--- config.mk ---
export PLATFORM = sky130hd
export DESIGN_NAME = ipsc_mul
export DESIGN_NICKNAME = d
export VERILOG_FILES = /design/src/rtl/ipsc_pkg.sv /design/src/rtl/ipsc_mul.sv
export SDC_FILE = /design/constraint.sdc
export NUM_CORES = 2
export LEC_CHECK = 0
export BUFFER_PORTS_ARGS = -buffer_cell sky130_fd_sc_hd__buf_4
export CAP_MARGIN = 20
export CORE_MARGIN = 2
export CORE_UTILIZATION = 30
export DETAILED_ROUTE_END_ITERATION = 7
export GPL_TIMING_DRIVEN = 0
export SETUP_SLACK_MARGIN = 0.05
export SYNTH_ARGS = -nofsm -noshare
export SYNTH_HDL_FRONTEND = slang
export SYNTH_SLANG_ARGS = --single-unit
--- constraint.sdc ---
create_clock -name i_clk -period 11.4 [get_ports i_clk]
set_input_delay 2.28 -clock i_clk [delete_from_list [all_inputs] [get_ports i_clk]]
set_output_delay 2.28 -clock i_clk [all_outputs]
set_load 0.1 [all_outputs]
--- src/rtl/ipsc_pkg.sv ---
// Package for the incremental PID speed controller.
// Holds widths, fixed-point constants, register indexes, the sequencer states and the
// divider result type. It has no dependencies.
package ipsc_pkg;

    localparam int CFG_IDX_W  = 2;
    localparam int CFG_DATA_W = 32;
    localparam int GAIN_W     = 32;
    localparam int TS_W       = 16;
    localparam int RPM_W      = 16;
    localparam int ERR_W      = 17;
    localparam int OUT_W      = 23;
    localparam int DUTY_W     = 16;

    localparam int MUL_A_W = 33;
    localparam int MUL_B_W = 25;
    localparam int MUL_P_W = MUL_A_W + MUL_B_W;

    localparam int ACC_W  = 57;
    localparam int ILO_W  = 48;
    localparam int ISUM_W = 64;
    localparam int ET_W   = 33;
    localparam int QUOT_W = 54;
    localparam int REM_W  = 10;
    localparam int PART_W = REM_W + 4;
    localparam int DIV_STEPS = ISUM_W / 4;

    localparam int MS_PER_S = 1000;
    localparam logic [PART_W-1:0] C_MS_PER_S = PART_W'(MS_PER_S);

    localparam logic [OUT_W-1:0]  C_U_MAX      = 23'd6553600;
    localparam logic [23:0]       C_DUTY_RECIP = 24'd10737419;
    localparam int                DUTY_SHIFT   = 30;
    localparam logic [TS_W-1:0]   C_TS_RESET   = 16'd10;

    typedef enum logic [CFG_IDX_W-1:0] {
        CFG_PROP_GAIN,
        CFG_INTEG_GAIN,
        CFG_DERIV_GAIN,
        CFG_SAMPLE_PERIOD
    } t_cfg_idx;

    typedef enum logic [3:0] {
        S_IDLE,
        S_MUL_P,
        S_MUL_D,
        S_MUL_ET,
        S_MUL_ILO,
        S_MUL_IHI,
        S_ISUM,
        S_DSTART,
        S_IDIV,
        S_IADD,
        S_CLAMP,
        S_SCALE,
        S_MUL_DUTY,
        S_OUT
    } t_state;

    typedef struct packed {
        logic              done;
        logic              neg;
        logic [QUOT_W-1:0] quot;
    } t_div_res;

    function automatic logic [PART_W-1:0] div_multiple(input logic [3:0] k);
        return PART_W'(int'(k) * MS_PER_S);
    endfunction

endpackage

--- src/rtl/ipsc_mul.sv ---
// Shared signed multiplier with a registered product.
// Depends on ipsc_pkg for the operand widths.
module ipsc_mul import ipsc_pkg::*; (
    input  logic                      i_clk,
    input  logic                      i_en,
    input  logic signed [MUL_A_W-1:0] i_a,
    input  logic signed [MUL_B_W-1:0] i_b,
    output logic signed [MUL_P_W-1:0] o_prod
);

    logic signed [MUL_P_W-1:0] r_prod;

    always_ff @(posedge i_clk) begin
        if (i_en) begin
            r_prod <= MUL_P_W'(i_a) * MUL_P_W'(i_b);
        end
    end

    assign o_prod = r_prod;

endmodule

# --- After elaboration in Yosys (flattened, before gate mapping) ---
# Index checks and enable logic that the tools add are counted.
totals:
  ff_bits: 58
classes:
  mul: 1
op_table:
  columns: ["operator", "count"]
  rows:
  - ["$mul 33x25->58", 1]

# --- Longest topological paths before layout ---
depth:
  ltp_word: 1
  depth_mapped: 27

# --- Least setup slack after synthesis ---
# OpenSTA, ideal clock, no wires.
synth_path:
  kind: "input-to-reg"
  from: "input port i_a[32]"
  to: "register r_prod[57], in the netlist o_prod[57] (data pin)"
  arrival_time_ns: 8.532
  required_ns: 11.120
  path_slack_ns: 2.588
  cell_stages: 21
  cell_sequence: "clkbuf_1 nand2_1 inv_1 fa_1 fa_1 inv_1 fa_1 inv_1 fa_1 fa_1 fa_1 fa_1 ha_1 clkbuf_8 a21o_1 a21o_1 a21o_1 a21o_1 and3_1 a21oi_1 o211ai_1"
synth_between:
  elab_chain_len: 1
synth_rtl:
  columns: ["element", "line", "text"]
  rows:
  - ["start: declaration", "ipsc_mul.sv:6", "input logic signed [MUL_A_W-1:0] i_a,"]
  - ["$mul 33x25->58", "ipsc_mul.sv:15", "r_prod <= MUL_P_W'(i_a) * MUL_P_W'(i_b);"]
  - ["end signal: assignment", "ipsc_mul.sv:15", null]
  - ["end: declaration", "ipsc_mul.sv:11", "logic signed [MUL_P_W-1:0] r_prod;"]
# Every way passes these cells.
# A chain may end at the register's enable or synchronous reset.

# --- Worst setup path after layout ---
layout_path:
  from: "input port i_a[19]"
  to: "register r_prod[57], in the netlist o_prod[57] (data pin)"
# The elaborated chain is that of the path after synthesis.

==> impl_metrics.py <==
metrics = {
    "synthesis": {
        "avgSynthCellArea_um2": 9.596,
        "synth-async-reset-ratio_pct": 0,
        "synth.distinct_cells": 60,
        "ys_ff_latch": 58,
        "syn_inst": 3208,
        "synth_fp_nets": 4267,
        "synth-edff-count": 58,
        "ys_seq_area_share_pct": 5.658,
        "synth_flop_cell": "edfxtp_1",
        "yosysWarnings": 0,
        "synth_area_um2": 30780,
    },
    "timing": {
        "setup_viol": 0,
        "slew-limit-headroom_pct": 17.72,
        "tightest_slew_ps": 1234,
        "rsz0062_at_grt": "false",
        "worst_slack_ps": 988.7,
        "min_period_ps": 10410,
        "period_share_pct": 91.33,
        "timing.setup.tns_ps": 0,
        "holdWs_ps": 2374,
        "hold_violations": 0,
        "drv_slew": 0,
        "max_freq_mhz": 96.05,
    },
    "place": {
        "numPortBuffers": 117,
        "hpwl_mm": 88.15,
        "routabilityCongestion": 1.004,
        "post-place-ws_ps": 710.3,
        "dpl_cell_area_um2": 33370,
    },
    "finish": {
        "stdcell_area_um2": 33710,
        "drive_gt1_share_pct": 4.669,
        "seqCellArea_um2": 1742,
        "largest_register_ffs": 58,
        "area_delta_synth_final_pct": 9.515,
        "nets": 4395,
        "fillers": 10662,
        "multiInputGateArea_um2": 25440,
    },
    "run": {
        "max_cap_violations": 0,
    },
    "worst_setup_path": {
        "critPathMaxFanout": 10,
        "crit_required_ps": 11490,
        "worstSetupStartpoint": "i_a[19]",
        "endpoint_kind": "flip-flop",
        "path_class": "primary input to flip-flop",
        "crit_path_end": "o_prod[57]",
        "start_kind": "primary input",
        "cp.arrival_ps": 10500,
    },
    "clock_tree": {
        "cts-root-buf": "clkbuf_16",
        "cts_resized": 0,
        "postCtsHoldBufs": 0,
        "clk_path_buf_depth": 2,
        "cts_tree": "done",
        "cts.clk_slew.worst_paths_ps": 60,
        "cts_sinks": 58,
        "cts.htree.levels": 3,
        "cts_buffers": 9,
        "post-cts-setup-buffers": 0,
    },
    "floorplan": {
        "num_rows": 117,
        "pin_count": 118,
        "coreArea_um2": 101700,
        "die_w_um": 324.3,
        "start_util_pct": 30.26,
        "die-height_um": 324.3,
        "dieArea_um2": 105200,
    },
    "grt": {
        "grt_antenna_before_repair": 15,
        "grt_pass1_vias": 24344,
        "grt_pass1_wl_mm": 153.3,
        "grt_max_degree": 59,
        "gr-total-overflow": 0,
        "grt.total_usage_pct": 19.79,
    },
    "route": {
        "antenna_left": 0,
        "vias_per_cell": 4.832,
        "wl_per_cell_um": 21.80,
        "drt-total-wl_mm": 102.9,
        "dr.pass1.iters": 7,
        "drtIter0Drc": 1788,
        "route.detailed.drc": 0,
        "vias": 22814,
    },
    "run_status": {
        "status": "finished, final reports clean",
    },
    "min_path": {
        "hold_class": "primary input to flip-flop",
        "min_from": "i_a[0]",
    },
}
[synthesized netlist by cell type (3+ instances only)]
cell type	count	area, µm²
nor2b_1	5	31.28
and3_1	8	50.05
a31oi_1	10	62.56
nor2_1	57	214.0
o21ai_0	28	140.1
nand4_1	15	93.84
nor3b_1	3	22.52
xnor2_1	44	385.4
o21a_1	5	37.54
ha_1	157	1964
o21bai_1	15	112.6
a211oi_1	8	60.06
clkbuf_1	148	555.5
o211ai_1	7	52.55
and2_1	409	2559
a211o_1	3	26.28
a21o_1	34	255.2
nand2_1	416	1562
nand3_1	16	80.08
buf_2	3	15.01
nor4_1	3	18.77
a21oi_1	51	255.2
nand2b_1	11	68.82
edfxtp_1	58	1742
clkbuf_8	4	55.05
fa_1	842	16860
o31ai_2	3	37.54
xor2_1	15	131.4
nor3_1	6	30.03
inv_1	785	2947
[cell families (layout without fill, tap and decap cells)]
group                      Yosys count  after routing  synth area share, %
AOI/OAI and AO/OA                  194            194                4.341
xor gates and xnor gates            59             59                1.679
and+or+nand+nor                    954            954                15.49
other                                0             12                    0
DFF                                 58             58                5.658
buffers and inverters              944           1077                11.70
adders and majority gates          999            999                61.14
[cell usage in the layout (no fill, tap or decap), types with 4 or more instances in the layout]
cell,Yosys,routed
fa_1,842,842
inv_1,785,785
nand2_1,416,416
and2_1,409,409
ha_1,157,157
clkbuf_1,148,148
buf_4,1,118
edfxtp_1,58,58
nor2_1,57,57
a21oi_1,51,51
xnor2_1,44,44
a21o_1,34,34
o21ai_0,28,28
nand3_1,16,16
nand4_1,15,15
xor2_1,15,15
o21bai_1,15,15
diode_2,0,12
nand2b_1,11,11
a31oi_1,10,10
clkbuf_16,0,9
a211oi_1,8,8
and3_1,8,8
o211ai_1,7,7
nor3_1,6,6
o21a_1,5,5
nor2b_1,5,5
clkinv_1,1,4
clkbuf_8,4,4
[cell type report]
class	instances	area share, %
Multi-Input combinational cell	2206	75.46
Inverter	786	8.751
Sequential cell	58	5.166
Tap cell	1368	5.077
Timing Repair Buffer	117	2.605
Buffer	158	1.934
Clock buffer	9	0.6680
Clock inverter	7	0.2487
Antenna cell	12	0.08907
[metrics by stage]
stage / util [%] / std cells
global route: 33.11 / 4710
floorplan: - / 3208
detailed placement: 32.80 / 4693
CTS: 33.11 / 4709
finish: 33.14 / 4721
global placement: 32.80 / 4693
[metal layers]
layer	track usage [%]	wire length, µm
met5	0	59
met2	31.65	48230
met4	10.37	6341
met3	5.319	9367
met1	24.45	38930
[worst min-delay path by stage]
stage	cells after the start	slack (ps)	endpoint
after detailed placement	2	2730	o_prod[0]
after floorplan	0	2390	o_prod[0]
after CTS	2	2350	o_prod[0]
after global placement	2	2720	o_prod[0]
final	2	2370	o_prod[0]
after global routing	2	2380	o_prod[0]
[worst max-delay path: stages]
cell and delay (ps):
buf_4 160, clkbuf_1 820, and2_1 260, fa_1 440, fa_1 550, inv_1 100, fa_1 520, fa_1 530
inv_1 60, fa_1 480, fa_1 490, inv_1 50, fa_1 470, inv_1 40, ha_1 250, clkbuf_1 310
a21oi_1 600, o21bai_1 110, a21o_1 220, o21ai_0 360, nand4_1 140, o21ai_1 440, o221ai_1 340, a21oi_1 310
o211ai_1 130
Power is left out: the tool's default activity adds up to more than one toggle a clock period on the data nets, which glitch-free logic cannot reach.
