--- config.mk ---
export PLATFORM = sky130hd
export DESIGN_NAME = ipsc_div
export DESIGN_NICKNAME = d
export VERILOG_FILES = /design/src/rtl/ipsc_pkg.sv /design/src/rtl/ipsc_div.sv
export SDC_FILE = /design/constraint.sdc
export NUM_CORES = 1
export LEC_CHECK = 0
export ABC_AREA = 1
export BUFFER_PORTS_ARGS = -buffer_cell sky130_fd_sc_hd__buf_2
export CAP_MARGIN = 20
export CORE_MARGIN = 5
export CORE_UTILIZATION = 59
export CTS_BUF_LIST = sky130_fd_sc_hd__clkbuf_4
export DETAILED_ROUTE_END_ITERATION = 10
export PLACE_DENSITY = 0.88
export SYNTH_ARGS = -nofsm -noshare
export SYNTH_HDL_FRONTEND = slang
export SYNTH_SLANG_ARGS = --single-unit
--- constraint.sdc ---
create_clock -name i_clk -period 5.2 [get_ports i_clk]
set_input_delay 1.3 -clock i_clk [delete_from_list [all_inputs] [get_ports i_clk]]
set_output_delay 1.3 -clock i_clk [all_outputs]
set_load 0.05 [all_outputs]
--- src/rtl/ipsc_pkg.sv ---
// Package for the incremental PID speed controller.
// Holds widths, fixed-point constants, register indexes, the sequencer states and the
// divider result type. It has no dependencies.
package ipsc_pkg;

    localparam int CFG_IDX_W  = 2;
    localparam int CFG_DATA_W = 32;
    localparam int GAIN_W     = 32;
    localparam int TS_W       = 16;
    localparam int RPM_W      = 16;
    localparam int ERR_W      = 17;
    localparam int OUT_W      = 23;
    localparam int DUTY_W     = 16;

    localparam int MUL_A_W = 33;
    localparam int MUL_B_W = 25;
    localparam int MUL_P_W = MUL_A_W + MUL_B_W;

    localparam int ACC_W  = 57;
    localparam int ILO_W  = 48;
    localparam int ISUM_W = 64;
    localparam int ET_W   = 33;
    localparam int QUOT_W = 54;
    localparam int REM_W  = 10;
    localparam int PART_W = REM_W + 4;
    localparam int DIV_STEPS = ISUM_W / 4;

    localparam int MS_PER_S = 1000;
    localparam logic [PART_W-1:0] C_MS_PER_S = PART_W'(MS_PER_S);

    localparam logic [OUT_W-1:0]  C_U_MAX      = 23'd6553600;
    localparam logic [23:0]       C_DUTY_RECIP = 24'd10737419;
    localparam int                DUTY_SHIFT   = 30;
    localparam logic [TS_W-1:0]   C_TS_RESET   = 16'd10;

    typedef enum logic [CFG_IDX_W-1:0] {
        CFG_PROP_GAIN,
        CFG_INTEG_GAIN,
        CFG_DERIV_GAIN,
        CFG_SAMPLE_PERIOD
    } t_cfg_idx;

    typedef enum logic [3:0] {
        S_IDLE,
        S_MUL_P,
        S_MUL_D,
        S_MUL_ET,
        S_MUL_ILO,
        S_MUL_IHI,
        S_ISUM,
        S_DSTART,
        S_IDIV,
        S_IADD,
        S_CLAMP,
        S_SCALE,
        S_MUL_DUTY,
        S_OUT
    } t_state;

    typedef struct packed {
        logic              done;
        logic              neg;
        logic [QUOT_W-1:0] quot;
    } t_div_res;

    function automatic logic [PART_W-1:0] div_multiple(input logic [3:0] k);
        return PART_W'(int'(k) * MS_PER_S);
    endfunction

endpackage

--- src/rtl/ipsc_div.sv ---
// Radix-16 long divider by the constant 1000, truncating toward zero.
// One quotient digit per cycle; depends on ipsc_pkg.
module ipsc_div import ipsc_pkg::*; (
    input  logic                     i_clk,
    input  logic                     i_rst_n,
    input  logic                     i_start,
    input  logic signed [ISUM_W-1:0] i_num,
    output t_div_res                 o_res
);

    localparam int CNT_W = $clog2(DIV_STEPS);

    logic              r_busy;
    logic              r_done;
    logic [CNT_W-1:0]  r_cnt;
    logic              r_neg;
    logic [ISUM_W-1:0] r_num;
    logic [REM_W-1:0]  r_rem;
    logic [QUOT_W-1:0] r_quot;

    logic [PART_W-1:0] w_part;
    logic [PART_W-1:0] w_diff;
    logic [3:0]        w_digit;

    always_comb begin
        w_part  = {r_rem, r_num[ISUM_W-1 -: 4]};
        w_digit = '0;
        for (int k = 1; k < 16; k++) begin
            if (w_part >= div_multiple(4'(k))) begin
                w_digit = 4'(k);
            end
        end
        w_diff = w_part - div_multiple(w_digit);
    end

    always_ff @(posedge i_clk) begin
        if (!i_rst_n) begin
            r_busy <= 1'b0;
            r_done <= 1'b0;
            r_cnt  <= '0;
        end else begin
            r_done <= 1'b0;
            if (i_start) begin
                r_busy <= 1'b1;
                r_cnt  <= '0;
            end else if (r_busy) begin
                r_cnt <= r_cnt + 1'b1;
                if (r_cnt == CNT_W'(DIV_STEPS - 1)) begin
                    r_busy <= 1'b0;
                    r_done <= 1'b1;
                end
            end
        end
    end

    always_ff @(posedge i_clk) begin
        if (i_start) begin
            r_neg  <= i_num[ISUM_W-1];
            r_num  <= i_num[ISUM_W-1] ? ISUM_W'(-i_num) : ISUM_W'(i_num);
            r_rem  <= '0;
            r_quot <= '0;
        end else if (r_busy) begin
            r_num  <= {r_num[ISUM_W-5:0], 4'b0000};
            r_rem  <= w_diff[REM_W-1:0];
            r_quot <= {r_quot[QUOT_W-5:0], w_digit};
        end
    end

    assign o_res.done = r_done;
    assign o_res.neg  = r_neg;
    assign o_res.quot = r_quot;

    a_rem_below_divisor: assert property (@(posedge i_clk) disable iff (!i_rst_n)
        r_busy |-> ({4'b0000, r_rem} < C_MS_PER_S))
        else $error("Divider remainder reached the divisor.");

    a_no_restart_while_busy: assert property (@(posedge i_clk) disable iff (!i_rst_n)
        i_start |-> !r_busy)
        else $error("Divider started while a division was in progress.");

    a_done_after_steps: assert property (@(posedge i_clk) disable iff (!i_rst_n)
        r_done |-> !r_busy && $past(r_busy))
        else $error("Divider completion without a preceding division.");

endmodule

# == Yosys cells after proc, flatten, opt, wreduce, memory -nomap -nowiden ==
# Cells that the tools add are included.
# Widths: inputs -> output; s select.
# op_classes
add_sub_neg,3
n_mul,1
n_lt_le_gt_ge,15
eq_ne,1
mux,22
n_bitwise,2
reduce_logical,3
# op_table
operator,count
$mux 64,3
$ge 14x14->1 const B,7
$neg 64->64,1
$ge 14x13->1 const B,4
$mux 4,14
$ge 14x12->1 const B,2
$ge 14x10->1 const B,1
$ge 14x11->1 const B,1
$sub 10x10->10,1
$mul 4x7->7 const B,1
$mux 1,5
$add 4x1->4 const B,1
$eq 4x4->1 const B,1
$reduce_or 3->1,1
$not 1->1,2
$reduce_bool 2->1,1
$reduce_or 2->1,1
# totals
register_bits,135
inputBits,67
output_inout_bits,56

# == Longest topological paths before layout ==
# depth
depth_word,18
ltp_mapped,35

# == Least setup slack after synthesis ==
# No wires, ideal clock.
# synth_path
path_type,input -> register
startpoint,in i_start
endpoint,"reg r_num[0], enable pin"
setup_ns,0.454
arrival_ns,3.751
setup_slack_ns,0.995
cell_stages,4
path_buffers,2
path_cell_list,clkbuf_1 nor2_1 inv_1 clkbuf_1
# synth_via
elab_chain_cells,1
# synth_rtl
element,line_no,text
"start, declared",ipsc_div.sv:6,"input logic i_start,"
$reduce_bool 2->1 (no line),n/a,
"end signal, assigned",ipsc_div.sv:59,r_num <= i_num[ISUM_W-1] ? ISUM_W'(-i_num) : ISUM_W'(i_num);
"end signal, assigned",ipsc_div.sv:63,"r_num <= {r_num[ISUM_W-5:0], 4'b0000};"
"end, declared",ipsc_div.sv:17,logic [ISUM_W-1:0] r_num;
# No other way between the ends.
# A chain may end at the register's enable or synchronous reset.

# == Final worst setup path ==
# layout_path
startpoint,reg r_rem[4]
endpoint,reg r_rem[9]
# layout_via
elab_chain_cells,18
word_cells_on_any_way,32
cone_classes,1 x add/sub; 1 x mul; 15 x order compare; 15 x mux
# layout_rtl
element,line_no,text
"start, declared",ipsc_div.sv:18,logic [REM_W-1:0] r_rem;
"start signal, assigned",ipsc_div.sv:64,r_rem <= w_diff[REM_W-1:0];
$ge 14x10->1,ipsc_div.sv:29,if (w_part >= div_multiple(4'(k))) begin
$mux 1,ipsc_div.sv:29,
$mux 4 (13 in a row),ipsc_div.sv:29,
$mux 4 *,ipsc_div.sv:29,
named net w_digit[0],ipsc_div.sv:23,logic [3:0] w_digit;
$mul 4x7->7 *,ipsc_pkg.sv:67,return PART_W'(int'(k) * MS_PER_S);
$sub 10x10->10 *,ipsc_div.sv:33,w_diff = w_part - div_multiple(w_digit);
# The timed path passes the listed nets; every way through them passes the cells marked *.

==> impl_metrics.ini <==
[yosys]
synth_area_leaders = edfxtp_1 25%, dfxtp_1 18%, nand2_1 8.9%
yosys_register_bits = 135
yosysWarningCount = 0
synth.lib_cells_used.distinct = 55
synth-main-ff-cell = dfxtp_1
ys_async_sr_fraction_pct = 0
syn-mean-instance-area_um2 = 7.95
synth_enable_flop_cells = 65
seq_area_frac_synth_pct = 43.7
postSynthNetCount = 1052
synth_top_cell_by_area = edfxtp_1
synth_top_cell_area_share_pct = 25.4
synthesis.instances = 965
syn-cell-area_mm2 = 0.00767

[route]
drt_iter0_drc = 697
vias_per_cell = 5.65
number_of_detailed_routing_iterations_run_before_antenna_repair = 7
dr_total_vias = 7125
drt-wirelength-per-cell_um = 15.4
ant_nets = 0
routed_wirelength_um = 19400
drc = 0

[pwr]
total_leakage_power_nw = 3.70
internal_power_w = 0.00219
power_per_cell_area_mw_per_mm2 = 420
worst_ir_drop_vdd_mv = 0.425
seq_power_share_pct = 34.8
p_switching_w = 0.00147
share_of_total_power_consumed_by_net_switching_pct = 40.2
relative_contribution_of_combinational_cells_to_total_power_pct = 44.4
pwr-share-clk_pct = 20.8

[sta]
finClkSkew_ps = 11.8
final_min_period_over_clock_period_pct = 84.7
final-hold-violation-count = 0
timing.final.max_slew_violations = 0
slew-limit-headroom_pct = 42.1
crit_path_time_final_ps = 4400
setup_viol = 0
grt_setup_unrepaired = false
timing.setup.tns_ps = 0
achievable-frequency_mhz = 227
max_slew.worst_pin.slew_ps = 867

[setup_path]
end_kind = register
worstSetupPathType = reg -> reg
path_delay_family = simple AND/OR/NAND/NOR gates
cp_data_required_time_ps = 5680
crit_slowest_cell = fa_1
worst_setup_path_start_kind = register
path_common_cell = nand2_1
critical_path_arrival_ps = 4880
cp_num_buf_inv = 4
worst-path-max-fanout = 6
slowest_delay_ps = 610

[clocking]
postCtsResizedCells = 0
clk_pin_slew_worst_paths_ps = 130
level_count_of_the_clock_h_tree = 4
cts_hold_buffers = 0
cts_tree = built
post-cts-setup-buffer-count = 0
worstSkewPairLatency_ps = 560
clock_tree.root_cell = clkbuf_4
tritoncts.num_buffers = 17
max-clock-path-buffers = 2
tritoncts_num_sinks = 135

[global_route]
largest_net_degree_at_the_start_of_global_routing = 65
overflow = 0
grt_usage_pct = 26.0
first_global_vias = 6539
grt_antenna_before_repair = 0
grt_pass1_wl_um = 31400

[run_status]
status = finished, final reports clean

[finish]
fin_nets = 1162
fillCellCount = 1076
layout_common_cells = 181 x nand2_1, 131 x inv_1, 122 x buf_2
area_growth_pct = 13.7
antenna_cells = 0
final_common_cell = nand2_1
finish.utilization_pct = 68.9
share_of_final_layout_standard_cells_stronger_than_drive_strength_1_pct = 18.1

[die]
pin_count = 123
die_area_mm2 = 0.0154
initial_utilization_pct = 60.6
core_area_mm2 = 0.0127
chipHeight_um = 124
rows = 41
floorplan.die.width_um = 124

[worst_hold_path]
hold_path.class = reg -> reg

[job]
max_cap_viol_count = 0

[placement]
port-buffer-count = 122
dp_hpwl_um = 14300
gpl.final_weighted_congestion = 0.947
==> cell families after synthesis <==
logic type	Yosys count	synth area share, %
AO/OA/AOI/OAI	185	14.5
XOR/XNOR	50	5.71
adder cells (fa/ha/maj)	20	3.75
buffers and inverters	177	8.82
flip-flops	135	43.7
AND/OR/NAND/NOR	398	23.5
==> worst min-delay path, delay by kind of cell (launching register included) <==
kind | cells | cell delay (ps)
AOI/OAI and AO/OA | 1 | 50
DFF | 1 | 350
and+or+nand+nor | 1 | 50
==> power groups by stage <==
stage / registers [W] / logic (W) / clock network [W]
5_1_grt: 0.00129 / 0.00191 / 0.000817
3_3_place_gp: 0.00129 / 0.00161 / 0
4_1_cts: 0.00127 / 0.00164 / 0.000772
6_report: 0.00127 / 0.00163 / 0.000761
2_1_floorplan: 0.00131 / 0.00127 / 0
3_5_place_dp: 0.00130 / 0.00162 / 0
==> area by class of cell <==
class | instances | area [µm²] | share of cell area, %
clock buffers | 17 | 128 | 1.46
multi-input cells | 653 | 3640 | 41.8
inverters | 141 | 532 | 6.09
repair buffers | 127 | 673 | 7.72
well taps | 172 | 215 | 2.47
flip-flops and latches | 135 | 3350 | 38.4
clock inverters | 15 | 180 | 2.07
==> per-layer routing <==
metal	vias to the layer above	wire length, µm	track usage, %
li1	3464	-	-
met1	3272	8200	33.6
met2	333	9100	42.6
met3	56	1660	6.77
met4	0	482	8.49
met5	-	0	0
==> sequential cells by signal, indices dropped and copies added, names as in the netlist <==
register	count
r_num	64
r_cnt	4
r_rem	10
r_busy	1
r_done	1
r_neg	1
r_quot	54
==> path summary, 6_finish.rpt <==
path	startpoint	slack, ps	depth (start not counted)	endpoint
max	r_rem[4]	800	32	r_rem[9]
min	r_num[60]	460	2	r_rem[0]
max reg2reg	r_rem[4]	800	32	r_rem[9]
min reg2reg	r_num[60]	460	2	r_rem[0]
==> synthesized netlist by cell type (all sizes together) (3+ instances only) <==
master and count:
edfxtp 65, o31ai 4, clkbuf 26, a21oi 29, nand4 10, xnor2 20
dfxtp 70, nor2 104, or2 4, a31oi 15, o22ai 51, nand3b 3
nor3 25, fa 5, buf 10, nand3 36, nor4 23, ha 15
xor2 30, inv 140, nand2 187, o21ai 72
==> through the flow <==
step | cell area [µm²] | hold slack, ps | cells | total power [W] | setup slack, ps
6_report | 8720 | 462 | 1260 | 0.00366 | 795
5_1_grt | 8720 | 501 | 1260 | 0.00401 | 321
4_1_cts | 8700 | 456 | 1259 | 0.00368 | 834
3_5_place_dp | 8400 | 444 | 1227 | 0.00292 | 883
3_3_place_gp | 8400 | 434 | 1227 | 0.00290 | 820
2_1_floorplan | 7670 | 422 | 965 | 0.00257 | 995
No activity file was read; power rests on OpenSTA's default activity.
